===== src/sv/u8sd_pkg.sv =====
// u8sd_pkg: shared types and constants for the UTF-8 stream decoder.
// No dependencies; imported by every other file of the block.
`timescale 1ns / 1ps

package u8sd_pkg;

  localparam int BYTE_W = 8;
  localparam int CP_W   = 21;

  // Queue between front and back
  localparam int Q_DEPTH = 4;
  localparam int Q_AW    = $clog2(Q_DEPTH);
  localparam int Q_CW    = $clog2(Q_DEPTH + 1);

  // Byte classes decided by the front
  localparam int CLS_W = 3;
  localparam logic [CLS_W-1:0] CLS_ASCII = 3'd0;
  localparam logic [CLS_W-1:0] CLS_CONT  = 3'd1;
  localparam logic [CLS_W-1:0] CLS_LEAD2 = 3'd2;
  localparam logic [CLS_W-1:0] CLS_LEAD3 = 3'd3;
  localparam logic [CLS_W-1:0] CLS_LEAD4 = 3'd4;
  localparam logic [CLS_W-1:0] CLS_BAD   = 3'd5;

  typedef logic [CLS_W-1:0] cls_t;

  typedef struct packed {
    cls_t              cls;
    logic [BYTE_W-1:0] data;
  } q_item_t;

  typedef struct packed {
    logic empty;
    logic full;
  } q_status_t;

endpackage


===== src/sv/u8sd_if.sv =====
// u8sd_if: valid/ready channel interfaces for input bytes and decoded words.
// Depends on u8sd_pkg.
`timescale 1ns / 1ps

interface u8sd_byte_if;
  import u8sd_pkg::*;
  logic              valid;
  logic              ready;
  logic [BYTE_W-1:0] in_byte;
  modport source (output valid, output in_byte, input ready);
  modport sink   (input valid, input in_byte, output ready);
endinterface

interface u8sd_cp_if;
  import u8sd_pkg::*;
  logic            valid;
  logic            ready;
  logic [CP_W-1:0] codepoint;
  logic            is_error;
  modport source (output valid, output codepoint, output is_error, input ready);
  modport sink   (input valid, input codepoint, input is_error, output ready);
endinterface


===== src/sv/u8sd_front.sv =====
// u8sd_front: accepts input bytes and tags each one with its byte class.
// Depends on u8sd_pkg and u8sd_byte_if.
`timescale 1ns / 1ps

module u8sd_front (
  u8sd_byte_if.sink            in_ch,
  input  u8sd_pkg::q_status_t  q_stat,
  output logic                 push,
  output u8sd_pkg::q_item_t    push_item
);
  import u8sd_pkg::*;

  cls_t cls;

  always_comb begin
    case (in_ch.in_byte) inside
      [8'h00:8'h7F]: cls = CLS_ASCII;
      [8'h80:8'hBF]: cls = CLS_CONT;
      [8'hC0:8'hDF]: cls = CLS_LEAD2;
      [8'hE0:8'hEF]: cls = CLS_LEAD3;
      [8'hF0:8'hF7]: cls = CLS_LEAD4;
      default:       cls = CLS_BAD;
    endcase
  end

  assign in_ch.ready    = !q_stat.full;
  assign push           = in_ch.valid && !q_stat.full;
  assign push_item.cls  = cls;
  assign push_item.data = in_ch.in_byte;

endmodule


===== src/sv/u8sd_queue.sv =====
// u8sd_queue: small register FIFO of classified bytes between front and back.
// Depends on u8sd_pkg.
`timescale 1ns / 1ps

module u8sd_queue (
  input  logic                clk,
  input  logic                rst_n,
  input  logic                push,
  input  u8sd_pkg::q_item_t   push_item,
  input  logic                pop,
  output u8sd_pkg::q_item_t   pop_item,
  output u8sd_pkg::q_status_t q_stat
);
  import u8sd_pkg::*;

  q_item_t         mem_r [Q_DEPTH];
  logic [Q_AW-1:0] wr_ptr_r, wr_ptr_nxt;
  logic [Q_AW-1:0] rd_ptr_r, rd_ptr_nxt;
  logic [Q_CW-1:0] count_r, count_nxt;
  logic            do_push, do_pop;

  assign q_stat.empty = (count_r == '0);
  assign q_stat.full  = (count_r == Q_CW'(Q_DEPTH));
  assign do_push      = push && !q_stat.full;
  assign do_pop       = pop && !q_stat.empty;
  assign pop_item     = mem_r[rd_ptr_r];

  always_comb begin
    wr_ptr_nxt = do_push ? wr_ptr_r + 1'b1 : wr_ptr_r;
    rd_ptr_nxt = do_pop  ? rd_ptr_r + 1'b1 : rd_ptr_r;
    count_nxt  = count_r;
    if (do_push && !do_pop) begin
      count_nxt = count_r + 1'b1;
    end else if (do_pop && !do_push) begin
      count_nxt = count_r - 1'b1;
    end
  end

  always_ff @(posedge clk) begin
    if (!rst_n) begin
      wr_ptr_r <= '0;
      rd_ptr_r <= '0;
      count_r  <= '0;
    end else begin
      wr_ptr_r <= wr_ptr_nxt;
      rd_ptr_r <= rd_ptr_nxt;
      count_r  <= count_nxt;
    end
  end

  always_ff @(posedge clk) begin
    if (do_push) begin
      mem_r[wr_ptr_r] <= push_item;
    end
  end

endmodule


===== src/sv/u8sd_back.sv =====
// u8sd_back: sequence decoder; pops classified bytes, builds codepoints and
// holds each result in an output register. Depends on u8sd_pkg, u8sd_cp_if.
`timescale 1ns / 1ps

module u8sd_back (
  input  logic                clk,
  input  logic                rst_n,
  input  u8sd_pkg::q_item_t   pop_item,
  input  u8sd_pkg::q_status_t q_stat,
  output logic                pop,
  u8sd_cp_if.source           out_ch
);
  import u8sd_pkg::*;

  logic [1:0]      rem_r, rem_nxt;
  logic [CP_W-1:0] part_r, part_nxt;
  logic            out_valid_r, out_valid_nxt;
  logic [CP_W-1:0] cp_r, cp_nxt;
  logic            err_r, err_nxt;
  logic            emit;
  logic [CP_W-1:0] shifted;

  // Pop whenever the output register is free or being drained this cycle
  assign pop     = !q_stat.empty && (!out_valid_r || out_ch.ready);
  assign shifted = {part_r[CP_W-7:0], pop_item.data[5:0]};

  always_comb begin
    rem_nxt  = rem_r;
    part_nxt = part_r;
    emit     = 1'b0;
    cp_nxt   = cp_r;
    err_nxt  = err_r;
    if (pop) begin
      if (rem_r != 2'd0) begin
        if (pop_item.cls != CLS_CONT) begin
          // bad continuation: consumed, back to idle
          rem_nxt  = 2'd0;
          part_nxt = '0;
          emit     = 1'b1;
          cp_nxt   = '0;
          err_nxt  = 1'b1;
        end else if (rem_r == 2'd1) begin
          rem_nxt  = 2'd0;
          part_nxt = '0;
          emit     = 1'b1;
          cp_nxt   = shifted;
          err_nxt  = 1'b0;
        end else begin
          rem_nxt  = rem_r - 2'd1;
          part_nxt = shifted;
        end
      end else begin
        case (pop_item.cls)
          CLS_ASCII: begin
            emit    = 1'b1;
            cp_nxt  = CP_W'(pop_item.data);
            err_nxt = 1'b0;
          end
          CLS_LEAD2: begin
            rem_nxt  = 2'd1;
            part_nxt = CP_W'(pop_item.data[4:0]);
          end
          CLS_LEAD3: begin
            rem_nxt  = 2'd2;
            part_nxt = CP_W'(pop_item.data[3:0]);
          end
          CLS_LEAD4: begin
            rem_nxt  = 2'd3;
            part_nxt = CP_W'(pop_item.data[2:0]);
          end
          default: begin
            // stray continuation or invalid lead
            emit    = 1'b1;
            cp_nxt  = '0;
            err_nxt = 1'b1;
          end
        endcase
      end
    end
    if (emit) begin
      out_valid_nxt = 1'b1;
    end else if (out_ch.ready) begin
      out_valid_nxt = 1'b0;
    end else begin
      out_valid_nxt = out_valid_r;
    end
  end

  always_ff @(posedge clk) begin
    if (!rst_n) begin
      rem_r       <= 2'd0;
      part_r      <= '0;
      out_valid_r <= 1'b0;
    end else begin
      rem_r       <= rem_nxt;
      part_r      <= part_nxt;
      out_valid_r <= out_valid_nxt;
    end
  end

  always_ff @(posedge clk) begin
    cp_r  <= cp_nxt;
    err_r <= err_nxt;
  end

  assign out_ch.valid     = out_valid_r;
  assign out_ch.codepoint = cp_r;
  assign out_ch.is_error  = err_r;

endmodule


===== src/sv/utf8_stream_decoder_unit.sv =====
// UTF-8 stream decoder, top level: front classifier, 4-entry queue, decoder back.
// A byte that completes a result passes through the queue register, then the output register, to out_ch.
// Throughput: one byte per cycle while the queue is not full; the back stops popping while out_ch stalls.
// Reset (rst_n low, synchronous): queue emptied, decoder idle, no result pending.
// Depends on u8sd_pkg, u8sd_if, u8sd_front, u8sd_queue, u8sd_back.
`timescale 1ns / 1ps

module utf8_stream_decoder_unit (
  input logic       clk,
  input logic       rst_n,
  u8sd_byte_if.sink in_ch,
  u8sd_cp_if.source out_ch
);
  import u8sd_pkg::*;

  q_status_t q_stat;
  q_item_t   push_item;
  q_item_t   pop_item;
  logic      push;
  logic      pop;

  u8sd_front u_front (
    .in_ch     (in_ch),
    .q_stat    (q_stat),
    .push      (push),
    .push_item (push_item)
  );

  u8sd_queue u_queue (
    .clk       (clk),
    .rst_n     (rst_n),
    .push      (push),
    .push_item (push_item),
    .pop       (pop),
    .pop_item  (pop_item),
    .q_stat    (q_stat)
  );

  u8sd_back u_back (
    .clk      (clk),
    .rst_n    (rst_n),
    .pop_item (pop_item),
    .q_stat   (q_stat),
    .pop      (pop),
    .out_ch   (out_ch)
  );

endmodule


===== src/flat_wrapper.sv =====
// flat-port wrapper written by rule: the top's interface ports become plain ports
module utf8_stream_decoder_unit_flat import u8sd_pkg::*;
  (clk, rst_n, in_ch_valid, in_ch_in_byte, in_ch_ready, out_ch_valid, out_ch_codepoint, out_ch_is_error, out_ch_ready);
  u8sd_byte_if in_ch_i ();
  u8sd_cp_if out_ch_i ();
  input logic clk;
  input logic rst_n;
  input wire logic [$bits(in_ch_i.valid)-1:0] in_ch_valid;
  input wire logic [$bits(in_ch_i.in_byte)-1:0] in_ch_in_byte;
  output wire logic [$bits(in_ch_i.ready)-1:0] in_ch_ready;
  output wire logic [$bits(out_ch_i.valid)-1:0] out_ch_valid;
  output wire logic [$bits(out_ch_i.codepoint)-1:0] out_ch_codepoint;
  output wire logic [$bits(out_ch_i.is_error)-1:0] out_ch_is_error;
  input wire logic [$bits(out_ch_i.ready)-1:0] out_ch_ready;
  assign in_ch_i.valid = in_ch_valid;
  assign in_ch_i.in_byte = in_ch_in_byte;
  assign in_ch_ready = in_ch_i.ready;
  assign out_ch_valid = out_ch_i.valid;
  assign out_ch_codepoint = out_ch_i.codepoint;
  assign out_ch_is_error = out_ch_i.is_error;
  assign out_ch_i.ready = out_ch_ready;
  utf8_stream_decoder_unit u_core (.clk(clk), .rst_n(rst_n), .in_ch(in_ch_i), .out_ch(out_ch_i));
endmodule

===== config.mk =====
export PLATFORM = sky130hd
export DESIGN_NAME = utf8_stream_decoder_unit_flat
export DESIGN_NICKNAME = d
export VERILOG_FILES = /design/src/sv/u8sd_pkg.sv /design/src/sv/u8sd_if.sv /design/src/sv/u8sd_front.sv /design/src/sv/u8sd_queue.sv /design/src/sv/u8sd_back.sv /design/src/sv/utf8_stream_decoder_unit.sv /design/src/flat_wrapper.sv
export SDC_FILE = /design/constraint.sdc
export NUM_CORES = 1
export LEC_CHECK = 0
export BUFFER_PORTS_ARGS = -buffer_cell sky130_fd_sc_hd__buf_4
export CELL_PAD_IN_SITES_DETAIL_PLACEMENT = 1
export CELL_PAD_IN_SITES_GLOBAL_PLACEMENT = 2
export CORE_MARGIN = 1
export CORE_UTILIZATION = 45
export CTS_CLUSTER_DIAMETER = 40
export DETAILED_ROUTE_END_ITERATION = 7
export PLACE_DENSITY = 0.83
export SYNTH_ARGS = -nofsm -noshare
export SYNTH_HDL_FRONTEND = slang
export SYNTH_HIERARCHICAL = 1
export SYNTH_SLANG_ARGS = --single-unit
export TNS_END_PERCENT = 20

===== constraint.sdc =====
create_clock -name clk -period 5.7 [get_ports clk]
set_input_delay 0.855 -clock clk [delete_from_list [all_inputs] [get_ports clk]]
set_output_delay 0.855 -clock clk [all_outputs]
set_load 0.1 [all_outputs]

==> results.md <==
* Final total negative setup slack at 0 ns
* Global router's overall resource usage at 16.5%
* Drt initial violations at 114
* Most common library cells after synthesis: edfxtp_1, and2_1, dfxtp_1, nand2_1, mux4_2
* Cell with the most instances after synthesis: edfxtp_1
* Root Driver: clkbuf_8
* #FFs+latches synth at 93
* DR vias at 2096
* Clk_skew at 0.0140 ns
* Crit Path Max Fanout at 15
* Ys async rst share at 0%
* Initial antenna violation count at 0
* Remaining global-route overflow at 0
* Rows at 33
* Yosys top cell area share at 51.5%
* Sequential area share after synthesis at 65.5%
* Clock sinks at 93
* Area taken by flip-flops and latches at 0.00252 sq mm
* Reg-to-reg setup timing slack at 2.29 ns
* Status: finished clean
* Worst slew margin at 32.0%
* Final min period at 3.41 ns
* # fillers at 826
* Worst min path class: reg -> reg
* TritonCTS buffer count at 9
* Synth Cell Area at 0.00385 sq mm
* Synth area leaders: edfxtp_1, dfxtp_1, mux4_2
* Synth unique cells at 44
* Vias per cell at 5.28
* Die height at 94.5 um
* Yosys warns at 6
* Post-synth EDFFs at 66
* Core Region at 0.00826 sq mm
* First-pass GRT wire length at 10800 um
* Worst skew pair latency at 0.35 ns
* Reg clk slew, reported paths at 0.09 ns
* R2R depth at 5
* RSZ-0062 raised after global routing: no
* CTS tree: built
* Width of the die at 94.5 um
* WP data required at 5.99 ns
* Crit share post-route at 59.8%
* Syn_nets at 279
* Final net count at 307
* Multi-input logic area at 0.00116 sq mm
* CP Class: reg -> reg
* R2r endpoint: u_core/u_back/part_r[9]
* Avg Inst Size Synth at 14.9 sq um
* PortBufs at 35
* Routed Wire Length at 6700 um
* CTS resizes at 0
* Area grow syn2layout at 13.6%
* Hold Fails Final Rpt at 0
* Max Buffers Root-to-Sink at 2
* Critical Path AT at 3.70 ns
* Min-Delay Endpoint: u_core/u_back/part_r[11]
* Max Fclk at 294 MHz
* Routed length per instance at 16.9 um
* Largest net degree at the start of global routing at 24
* Max cap viols at 0
* Endpoints failing setup at 0
* Setup Buffers After CTS at 0
* Cells after Synth at 259
* Top_reg_cell synth: edfxtp_1
* DIE AREA at 0.00893 sq mm
* Tightest Pin Transition at 1.02 ns
* DR pass1 iterations at 5
* CTS Hold Bufs at 0
* Pins Over Slew Limit at 0
* Largest area contributor in the netlist: edfxtp_1
* Hold path startpoint: u_core/u_back/part_r[11]
* Vias in the first global route at 2142
* Final HPWL DP at 4650 um
* Crit. End Element: register
* Drc violations at 0
* Share of cells above drive strength 1 at 25.7%
* Startpoint types: register
* # IOs at 36
* WHS Path Cells at 1
* Initial Utilization at 46.6%
* H-tree depth at 3
* Antenna cells at 0
* Antenna viol nets, final at 0
* GPL Wtd Cong at 0.748
==> stage by stage <==
step | cell area [sq um] | instances | utilization [%] | hold slack (ns) | setup WS, ns
after floorplan | 3850 | 259 | - | 0.434 | 2.23
after global placement | 4120 | 381 | 49.9 | 0.453 | 2.44
after detailed placement | 4120 | 381 | 49.9 | 0.458 | 2.27
after CTS | 4370 | 397 | 53.0 | 0.480 | 2.22
after global routing | 4370 | 397 | 53.0 | 0.512 | 1.81
final | 4370 | 397 | 53.0 | 0.482 | 2.29
==> cells by family (layout without fill, tap and decap cells) <==
family	after synthesis	in the layout	share of synthesized area, %
buffers and inverters	28	61	4.42
adders and majority gates	8	8	2.79
DFF	93	93	65.5
xor gates and xnor gates	4	4	0.910
muxes	14	14	7.21
and+or+nand+nor	80	80	12.5
AOI/OAI and AO/OA	32	32	6.63
==> final cells by class <==
type | instances | share of cell area [%]
Multi-Input combinational cell | 138 | 26.6
Clock buffer | 10 | 3.15
Clock inverter | 6 | 2.66
Inverter | 9 | 0.772
Tap cell | 105 | 3.00
Timing Repair Buffer | 36 | 6.18
Sequential cell | 93 | 57.7
==> routing by layer <==
layer | global-route usage, % | vias up | part of all wire, %
met5 | 0 | - | 0
met4 | 7.95 | 0 | 1.9
met3 | 3.30 | 11 | 2.7
met2 | 28.2 | 39 | 52
met1 | 20.1 | 1047 | 44
li1 | - | 999 | -
==> worst max-delay path by stage <==
stage,from,to,slack [ns]
after floorplan,register,u_core/u_back/out_ch.codepoint[0],2.23
after global placement,register,u_core/u_back/part_r[13],2.44
after detailed placement,register,u_core/u_back/part_r[6],2.27
after CTS,register,u_core/u_back/part_r[9],2.22
after global routing,register,u_core/u_back/part_r[9],1.81
final,register,u_core/u_back/part_r[9],2.29
==> critical path, stage by stage, from the launching register on <==
cell and delay (ns):
dfxtp_1 0.81, mux4_2 0.73, nor4b_2 0.91, nand2_1 0.21, nor3_2 0.45, a22o_1 0.25
==> cells in the final DEF (no fill, tap or decap), types with 9 or more instances in the layout <==
cell type and n:
a22o_1 9, o21ai_0 9, inv_1 9, clkbuf_8 10, buf_4 36, dfxtp_1 27
edfxtp_1 66, and2_1 28, nand2_1 15, mux4_2 11
==> registers in the layout, indices dropped and copies added (netlist names), named ones only <==
register                        count
u_core/u_back/out_ch.is_error       1
u_core/u_queue/rd_ptr_r             2
u_core/u_back/rem_r                 2
u_core/u_back/out_ch.valid          1
u_core/u_back/out_ch.codepoint     21
u_core/u_back/part_r               15
u_core/u_queue/count_r              3
u_core/u_queue/mem_r               44
u_core/u_queue/wr_ptr_r             2
Power is left out: the tool's default activity adds up to more than one toggle a clock period on the data nets, which glitch-free logic cannot reach.
